`src/rtl/core/mbc_pkg.sv`:
```
// Shared types, signature table and a text-byte helper function for the file type classifier.
package mbc_pkg;

  localparam int POS_W       = 10;
  localparam int NUM_SIGS    = 10;
  localparam int SIG_MAX_LEN = 8;
  localparam int SIG_IDX_W   = $clog2(SIG_MAX_LEN);
  localparam int SIG_LEN_W   = $clog2(SIG_MAX_LEN + 1);
  localparam int TEXT_LIMIT_DEF = 512;

  localparam logic [POS_W-1:0] POS_MAX = {POS_W{1'b1}};

  typedef enum logic [3:0] {
    FT_UNKNOWN = 4'd0,
    FT_ELF     = 4'd1,
    FT_PNG     = 4'd2,
    FT_PDF     = 4'd3,
    FT_JPEG    = 4'd4,
    FT_ZIP     = 4'd5,
    FT_PE      = 4'd6,
    FT_MACHO   = 4'd7,
    FT_SCRIPT  = 4'd8,
    FT_TEXT    = 4'd9
  } file_type_t;

  typedef struct packed {
    logic [7:0] data_byte;
    logic       byte_present;
    logic       last_item;
  } byte_item_t;

  localparam logic [7:0] SIG_PAT [NUM_SIGS][SIG_MAX_LEN] = '{
    '{8'h7F, 8'h45, 8'h4C, 8'h46, 8'h00, 8'h00, 8'h00, 8'h00},
    '{8'h89, 8'h50, 8'h4E, 8'h47, 8'h0D, 8'h0A, 8'h1A, 8'h0A},
    '{8'h25, 8'h50, 8'h44, 8'h46, 8'h00, 8'h00, 8'h00, 8'h00},
    '{8'hFF, 8'hD8, 8'hFF, 8'h00, 8'h00, 8'h00, 8'h00, 8'h00},
    '{8'h50, 8'h4B, 8'h03, 8'h04, 8'h00, 8'h00, 8'h00, 8'h00},
    '{8'h4D, 8'h5A, 8'h00, 8'h00, 8'h00, 8'h00, 8'h00, 8'h00},
    '{8'hCF, 8'hFA, 8'hED, 8'hFE, 8'h00, 8'h00, 8'h00, 8'h00},
    '{8'hFE, 8'hED, 8'hFA, 8'hCF, 8'h00, 8'h00, 8'h00, 8'h00},
    '{8'hCF, 8'hFA, 8'hED, 8'hFE, 8'h00, 8'h00, 8'h00, 8'h00},
    '{8'h23, 8'h21, 8'h00, 8'h00, 8'h00, 8'h00, 8'h00, 8'h00}
  };

  localparam logic [SIG_LEN_W-1:0] SIG_LEN [NUM_SIGS] = '{
    SIG_LEN_W'(4), SIG_LEN_W'(8), SIG_LEN_W'(4), SIG_LEN_W'(3), SIG_LEN_W'(4),
    SIG_LEN_W'(2), SIG_LEN_W'(4), SIG_LEN_W'(4), SIG_LEN_W'(4), SIG_LEN_W'(2)
  };

  localparam file_type_t SIG_KIND [NUM_SIGS] = '{
    FT_ELF, FT_PNG, FT_PDF, FT_JPEG, FT_ZIP,
    FT_PE, FT_MACHO, FT_MACHO, FT_MACHO, FT_SCRIPT
  };

  // Printable ASCII, tab, LF or CR.
  function automatic logic is_text_byte(input logic [7:0] c);
    logic res;
    res = (c inside {[8'h20:8'h7E]}) || (c inside {8'h09, 8'h0A, 8'h0D});
    return res;
  endfunction

endpackage

```
`src/rtl/core/mbc_if.sv`:
```
// Valid/ready channel interfaces for byte items and file type results.
interface mbc_byte_if;
  logic       valid;
  logic       ready;
  logic [7:0] data_byte;
  logic       byte_present;
  logic       last_item;

  modport source (output valid, data_byte, byte_present, last_item, input ready);
  modport sink   (input valid, data_byte, byte_present, last_item, output ready);
endinterface

interface mbc_type_if;
  logic       valid;
  logic       ready;
  logic [3:0] file_type;

  modport source (output valid, file_type, input ready);
  modport sink   (input valid, file_type, output ready);
endinterface

```
`src/rtl/core/mbc_in_stage.sv`:
```
// Input register stage holding one accepted byte item.
module mbc_in_stage (
  input  logic                clk,
  input  logic                rst_n,
  mbc_byte_if.sink            in_if,
  input  logic                go,
  output logic                s1_valid,
  output mbc_pkg::byte_item_t s1_item
);

  logic                valid_r;
  logic                valid_nxt;
  mbc_pkg::byte_item_t item_r;
  logic                accept;

  assign in_if.ready = !valid_r || go;
  assign accept      = in_if.valid && in_if.ready;
  assign valid_nxt   = accept ? 1'b1 : (go ? 1'b0 : valid_r);

  always_ff @(posedge clk) begin
    if (!rst_n) begin
      valid_r <= 1'b0;
    end else begin
      valid_r <= valid_nxt;
    end
  end

  always_ff @(posedge clk) begin
    if (accept) begin
      item_r.data_byte    <= in_if.data_byte;
      item_r.byte_present <= in_if.byte_present;
      item_r.last_item    <= in_if.last_item;
    end
  end

  assign s1_valid = valid_r;
  assign s1_item  = item_r;

endmodule

```
`src/rtl/core/mbc_core.sv`:
```
// Signature match state, text check and classification of the final item.
module mbc_core #(
  parameter int TEXT_LIMIT = mbc_pkg::TEXT_LIMIT_DEF
) (
  input  logic                  clk,
  input  logic                  rst_n,
  input  logic                  s1_valid,
  input  mbc_pkg::byte_item_t   s1_item,
  input  logic                  out_free,
  output logic                  go,
  output logic                  res_valid,
  output mbc_pkg::file_type_t   res_type
);

  localparam logic [mbc_pkg::POS_W-1:0] TEXT_LIM = mbc_pkg::POS_W'(TEXT_LIMIT);

  logic [mbc_pkg::POS_W-1:0]    pos_r, pos_nxt, pos_upd;
  logic [mbc_pkg::NUM_SIGS-1:0] alive_r, alive_nxt, alive_upd, kill;
  logic                         text_r, text_nxt, text_upd;
  logic                         take;
  logic [mbc_pkg::SIG_IDX_W-1:0] pos_idx;
  mbc_pkg::file_type_t          cls;

  assign go      = s1_valid && (!s1_item.last_item || out_free);
  assign take    = go;
  assign pos_idx = pos_r[mbc_pkg::SIG_IDX_W-1:0];

  always_comb begin
    for (int i = 0; i < mbc_pkg::NUM_SIGS; i++) begin
      kill[i] = s1_item.byte_present &&
                (pos_r < mbc_pkg::POS_W'(mbc_pkg::SIG_LEN[i])) &&
                (s1_item.data_byte != mbc_pkg::SIG_PAT[i][pos_idx]);
    end
  end

  assign alive_upd = alive_r & ~kill;
  assign text_upd  = text_r && !(s1_item.byte_present && (pos_r < TEXT_LIM) &&
                                 !mbc_pkg::is_text_byte(s1_item.data_byte));
  assign pos_upd   = (s1_item.byte_present && (pos_r != mbc_pkg::POS_MAX)) ?
                     pos_r + mbc_pkg::POS_W'(1) : pos_r;

  // Lowest table entry wins.
  always_comb begin
    cls = text_upd ? mbc_pkg::FT_TEXT : mbc_pkg::FT_UNKNOWN;
    for (int i = mbc_pkg::NUM_SIGS - 1; i >= 0; i--) begin
      if (alive_upd[i] && (pos_upd >= mbc_pkg::POS_W'(mbc_pkg::SIG_LEN[i]))) begin
        cls = mbc_pkg::SIG_KIND[i];
      end
    end
    if (pos_upd == '0) begin
      cls = mbc_pkg::FT_UNKNOWN;
    end
  end

  always_comb begin
    pos_nxt   = pos_r;
    alive_nxt = alive_r;
    text_nxt  = text_r;
    if (take) begin
      if (s1_item.last_item) begin
        pos_nxt   = '0;
        alive_nxt = '1;
        text_nxt  = 1'b1;
      end else begin
        pos_nxt   = pos_upd;
        alive_nxt = alive_upd;
        text_nxt  = text_upd;
      end
    end
  end

  always_ff @(posedge clk) begin
    if (!rst_n) begin
      pos_r   <= '0;
      alive_r <= '1;
      text_r  <= 1'b1;
    end else begin
      pos_r   <= pos_nxt;
      alive_r <= alive_nxt;
      text_r  <= text_nxt;
    end
  end

  assign res_valid = take && s1_item.last_item;
  assign res_type  = cls;

endmodule

```
`src/rtl/core/mbc_out_stage.sv`:
```
// Result register driving the file type channel.
module mbc_out_stage (
  input  logic                clk,
  input  logic                rst_n,
  input  logic                res_valid,
  input  mbc_pkg::file_type_t res_type,
  output logic                out_free,
  mbc_type_if.source          out_if
);

  logic                valid_r, valid_nxt;
  mbc_pkg::file_type_t type_r;

  assign out_free  = !valid_r || out_if.ready;
  assign valid_nxt = res_valid ? 1'b1 : (out_free ? 1'b0 : valid_r);

  always_ff @(posedge clk) begin
    if (!rst_n) begin
      valid_r <= 1'b0;
    end else begin
      valid_r <= valid_nxt;
    end
  end

  always_ff @(posedge clk) begin
    if (res_valid) begin
      type_r <= res_type;
    end
  end

  assign out_if.valid     = valid_r;
  assign out_if.file_type = type_r;

endmodule

```
`src/rtl/core/magic_byte_file_type_classifier_unit.sv`:
```
// Magic-byte file type classifier: top level.
// Feed the leading bytes of a file one per item, with last_item set on the final
// item (byte_present may be 0 there, or on an empty file). One item is taken per
// clock; the file type of the final item is held in a result register that lets
// the input keep flowing while it waits. The ten signature compares, the text
// check over the first TEXT_LIMIT bytes and the first-match selection all sit
// between the input register and the result register. Input stalls only when a
// final item meets a full, stalled result register. All state returns to reset
// after each result.
module magic_byte_file_type_classifier_unit #(
  parameter int TEXT_LIMIT = mbc_pkg::TEXT_LIMIT_DEF
) (
  input  logic       clk,
  input  logic       rst_n,
  mbc_byte_if.sink   in_if,
  mbc_type_if.source out_if
);

  logic                s1_valid;
  mbc_pkg::byte_item_t s1_item;
  logic                go;
  logic                out_free;
  logic                res_valid;
  mbc_pkg::file_type_t res_type;

  mbc_in_stage u_in (
    .clk      (clk),
    .rst_n    (rst_n),
    .in_if    (in_if),
    .go       (go),
    .s1_valid (s1_valid),
    .s1_item  (s1_item)
  );

  mbc_core #(.TEXT_LIMIT(TEXT_LIMIT)) u_core (
    .clk       (clk),
    .rst_n     (rst_n),
    .s1_valid  (s1_valid),
    .s1_item   (s1_item),
    .out_free  (out_free),
    .go        (go),
    .res_valid (res_valid),
    .res_type  (res_type)
  );

  mbc_out_stage u_out (
    .clk       (clk),
    .rst_n     (rst_n),
    .res_valid (res_valid),
    .res_type  (res_type),
    .out_free  (out_free),
    .out_if    (out_if)
  );

endmodule

```
`src/flat_wrapper.sv`:
```
// flat-port wrapper written by rule: the top's interface ports become plain ports
module magic_byte_file_type_classifier_unit_flat 
#(
  parameter int TEXT_LIMIT = mbc_pkg::TEXT_LIMIT_DEF
)
  (clk, rst_n, in_if_valid, in_if_data_byte, in_if_byte_present, in_if_last_item, in_if_ready, out_if_valid, out_if_file_type, out_if_ready);
  mbc_byte_if in_if_i ();
  mbc_type_if out_if_i ();
  input  logic clk;
  input  logic rst_n;
  input wire logic [$bits(in_if_i.valid)-1:0] in_if_valid;
  input wire logic [$bits(in_if_i.data_byte)-1:0] in_if_data_byte;
  input wire logic [$bits(in_if_i.byte_present)-1:0] in_if_byte_present;
  input wire logic [$bits(in_if_i.last_item)-1:0] in_if_last_item;
  output wire logic [$bits(in_if_i.ready)-1:0] in_if_ready;
  output wire logic [$bits(out_if_i.valid)-1:0] out_if_valid;
  output wire logic [$bits(out_if_i.file_type)-1:0] out_if_file_type;
  input wire logic [$bits(out_if_i.ready)-1:0] out_if_ready;
  assign in_if_i.valid = in_if_valid;
  assign in_if_i.data_byte = in_if_data_byte;
  assign in_if_i.byte_present = in_if_byte_present;
  assign in_if_i.last_item = in_if_last_item;
  assign in_if_ready = in_if_i.ready;
  assign out_if_valid = out_if_i.valid;
  assign out_if_file_type = out_if_i.file_type;
  assign out_if_i.ready = out_if_ready;
  magic_byte_file_type_classifier_unit #(.TEXT_LIMIT(TEXT_LIMIT)) u_core (.clk(clk), .rst_n(rst_n), .in_if(in_if_i), .out_if(out_if_i));
endmodule
```
`config.mk`:
```
export PLATFORM = sky130hd
export DESIGN_NAME = magic_byte_file_type_classifier_unit_flat
export DESIGN_NICKNAME = d
export VERILOG_FILES = /design/src/rtl/core/mbc_pkg.sv /design/src/rtl/core/mbc_if.sv /design/src/rtl/core/mbc_in_stage.sv /design/src/rtl/core/mbc_core.sv /design/src/rtl/core/mbc_out_stage.sv /design/src/rtl/core/magic_byte_file_type_classifier_unit.sv /design/src/flat_wrapper.sv
export SDC_FILE = /design/constraint.sdc
export NUM_CORES = 1
export LEC_CHECK = 0
export BUFFER_PORTS_ARGS = -buffer_cell sky130_fd_sc_hd__buf_4
export CAP_MARGIN = 20
export CORE_UTILIZATION = 50
export DETAILED_ROUTE_END_ITERATION = 10
export PLACE_DENSITY = 0.69
export SETUP_SLACK_MARGIN = 0.3
export SYNTH_ARGS = -nofsm -noshare
export SYNTH_HDL_FRONTEND = slang
export SYNTH_SLANG_ARGS = --single-unit
```
`constraint.sdc`:
```
create_clock -name clk -period 5.8 [get_ports clk]
set_input_delay 1.16 -clock clk [delete_from_list [all_inputs] [get_ports clk]]
set_output_delay 1.16 -clock clk [all_outputs]
set_load 0.1 [all_outputs]
```
==> summary.md <==
| Metric | Value |
|---|---|
| Result of the run | completed |
| Number of buffers created by CTS | 5 |
| Post-synth net total | 397 |
| GRT Residual Overflow | 0 |
| Cell area power density | 190 nW/um2 |
| Sequential element share of the synthesized area | 28.7% |
| Setup violations, final | 0 |
| Library cells used by synthesis | 74 |
| Placeable core region | 5920 um2 |
| Per-instance average area after synthesis | 8.18 um2 |
| Final standard cell area without fillers | 3240 um2 |
| Die width | 80.3 um |
| Hold Buf Count CTS | 0 |
| Number of nets still failing antenna checks after routing | 0 |
| Worst setup margin | 2.32 ns |
| RD Place Congestion | 0.855 |
| Static Leak | 0.00125 uW |
| Number of rows in the core area | 28 |
| Buffers from clock root to sink, at most | 2 |
| Final critical delay including setup and external delays | 3.48 ns |
| Crit Path Category | flop to flop |
| Worst endpoint required time | 5.94 ns |
| Critical path's slowest cell | sky130_fd_sc_hd__dfxtp_1 |
| Average wire per standard cell | 16.9 um |
| Sum of negative setup slack | 0 ns |
| Number of input and output port buffers inserted | 19 |
| Starting density of the core | 51.8% |
| Later-pin clock latency in the skew report | 0.30 ns |
| Arrival time of data at the critical path endpoint | 3.62 ns |
| Number of register bits inferred by synthesis | 37 |
| Setup repair after global routing missed its margin | false |
| Vias/cell | 6.31 |
| Critical path, cell by cell | inv_1 -> ha_1 -> a221oi_1 -> nand3_1 -> o31ai_1 -> and4bb_1 -> nor4b_4 |
| First-pass GRT wire length | 12200 um |
| Number of flops mapped to enable cells by yosys | 14 |
| Synthesized netlist cell count | 375 |
| Htree depth | 2 |
| Prevailing post-synth register cell | sky130_fd_sc_hd__dfxtp_1 |
| Quantity of gates resized following cts | 0 |
| DP HPWL | 5370 um |
| Overall via count from detail_route | 2783 |
| Instance area at placement | 3130 um2 |
| Diode insertion count for antenna repair | 0 |
| Final Cycle Share | 60.0% |
| Total DRC errors in the routed layout | 0 |
| Pre-CTS setup slack | 2.37 ns |
| Critical Path Fanout Max | 34 |
| Final nets | 387 |
| Total standard cell area after synthesis | 3070 um2 |
| Fin. Hold Viols | 0 |
| Clk Tree Root Cell | sky130_fd_sc_hd__clkbuf_8 |
| Share of async-settable or async-resettable flops after synthesis | 0% |
| Number of buffers inserted to repair setup after CTS | 0 |
| Capturing element type of the critical path | flop |
| Die Outline Area | 6450 um2 |
| Worst Max-Slew Pin Slew | 1.04 ns |
| Number of sinks handled by clock tree synthesis | 37 |
| Type of origin of the critical path | flop |
| Sequential cell area in the final layout | 881 um2 |
| Relative slew slack | 30.5% |
| Detailed Routing Iterations Pass 1 | 5 |
| Area taken by multi-input logic gates | 1940 um2 |
| Layout cells sized above 1 | 13.1% |
| Worst Clk Skew | 0.0145 ns |
| Max Cap Violations | 0 |
| 1st-iter DRT viols | 242 |
| Number of warnings reported in the yosys synthesis log | 0 |
| Largest incremental delay on the critical path | 1.01 ns |
| Min-delay worst type | flop to flop |
| Commonest cells after routing, fill and taps aside | sky130_fd_sc_hd__nand2_1 (25), sky130_fd_sc_hd__a21oi_1 (24), sky130_fd_sc_hd__nor2_1 (23), sky130_fd_sc_hd__dfxtp_1 (23) |
| Commonest non-fill, non-tap cell in the layout | sky130_fd_sc_hd__nand2_1 |
| Maximum number of pins on one net before global-route repair | 35 |
| I/O pins | 20 |
| Clock tree from TritonCTS | yes |
| Antenna violations before repair | 0 |
| GRT Resource Usage Total | 24.5% |
| Routed Wire Length | 7470 um |
| Maximum vdd ir drop | 0.000149 V |
| Fillers | 527 |
| Max Transition Viols Final | 0 |
| Die Y | 80.3 um |
| Worst-path clk slew | 0.09 ns |
| Vias in the first global route | 2486 |
| Peak Freq | 0.287 GHz |
| Post-synthesis to final-layout area growth | 5.55% |
state kept, by name, indices dropped and copies added, names as in the netlist:
register,flops
u_core.u_in.s1_item,10
u_core.u_out.out_if.file_type,4
u_core.u_core.text_r,1
u_core.u_core.alive_r,10
u_core.u_in.s1_valid,1
u_core.u_out.out_if.valid,1
u_core.u_core.pos_r,10
layer usage:
layer	wire length, um	GRT usage, %	vias to the layer above	part of all wire, %
met3	432	3.41	11	5.8
met5	0	0	-	0
met1	3440	34.2	1313	46
met4	127	7.14	0	1.7
met2	3460	39.0	89	46
li1	-	-	1370	-
final timing paths:
| kind | endpoint | cells after the start | slack (ns) | start |
|---|---|---|---|---|
| worst max-delay path | u_core.u_out.out_if.file_type[3] | 7 | 2.32 | u_core.u_core.pos_r[2] |
| worst min register to register | u_core.u_core.alive_r[6] | 1 | 0.45 | u_core.u_core.alive_r[6] |
| worst max register to register | u_core.u_out.out_if.file_type[3] | 7 | 2.32 | u_core.u_core.pos_r[2] |
| worst min-delay path | u_core.u_core.alive_r[6] | 1 | 0.45 | u_core.u_core.alive_r[6] |
power by group:
group	leakage (uW)	internal, uW	switching [uW]
clock	0.0000585	129	100
combinational	0.000866	39.1	48.8
sequential	0.000323	280	19.9
total	0.00125	448	169
logic make-up after synthesis:
| family | after synthesis | synth area share (%) |
|---|---|---|
| adder cells (fa/ha/maj) | 8 | 3.26 |
| multiplexers | 3 | 1.39 |
| buffers and inverters | 53 | 7.91 |
| AND/OR/NAND/NOR | 139 | 26.9 |
| flip-flops | 37 | 28.7 |
| XOR/XNOR | 19 | 5.42 |
| AO/OA/AOI/OAI | 116 | 26.4 |
critical path: cells and delay by family (launching register included):
kind / cells / cell delay, ns
fa+ha+maj: 1 / 0.44
buf+inv: 1 / 0.44
simple gates: 3 / 0.69
flops: 1 / 1.01
compound gates: 2 / 0.75
final cells by class:
class / instances / area share (%)
clock inverter: 3 / 1.35
clock buffer: 5 / 2.13
sequential: 37 / 27.2
multi-input combinational: 285 / 60.0
inverter: 17 / 1.97
timing repair buffer: 19 / 4.40
tap: 75 / 2.90
cells in the mapped netlist, types with 5 or more instances:
master | number | area, um2
sky130_fd_sc_hd__o21ai_0 | 19 | 95.1
sky130_fd_sc_hd__nand3b_1 | 5 | 37.5
sky130_fd_sc_hd__a21boi_0 | 7 | 52.6
sky130_fd_sc_hd__edfxtp_1 | 14 | 420
sky130_fd_sc_hd__ha_1 | 8 | 100
sky130_fd_sc_hd__inv_1 | 16 | 60.1
sky130_fd_sc_hd__a21o_1 | 6 | 45.0
sky130_fd_sc_hd__nand3_1 | 14 | 70.1
sky130_fd_sc_hd__nand2b_1 | 8 | 50.1
sky130_fd_sc_hd__xor2_1 | 8 | 70.1
sky130_fd_sc_hd__a31oi_1 | 9 | 56.3
sky130_fd_sc_hd__nor3_1 | 11 | 55.1
sky130_fd_sc_hd__nand4_1 | 8 | 50.1
sky130_fd_sc_hd__o22ai_1 | 6 | 37.5
sky130_fd_sc_hd__buf_2 | 20 | 100
sky130_fd_sc_hd__nor2b_1 | 5 | 31.3
sky130_fd_sc_hd__nand2_1 | 25 | 93.8
sky130_fd_sc_hd__xnor2_1 | 11 | 96.3
sky130_fd_sc_hd__or3_1 | 6 | 37.5
sky130_fd_sc_hd__a21oi_1 | 24 | 120
sky130_fd_sc_hd__nor2_1 | 23 | 86.3
sky130_fd_sc_hd__clkbuf_1 | 12 | 45.0
sky130_fd_sc_hd__dfxtp_1 | 23 | 460
per-stage QoR:
step | util (%) | hold slack (ns) | total power, uW | instances
final | 54.7 | 0.452 | 616 | 441
after floorplan | - | 0.418 | 368 | 375
after CTS | 54.7 | 0.455 | 620 | 441
after global placement | 52.8 | 0.426 | 391 | 433
after detailed placement | 52.8 | 0.435 | 392 | 433
after global routing | 54.7 | 0.486 | 642 | 441
No activity file was read; power rests on OpenSTA's default activity.
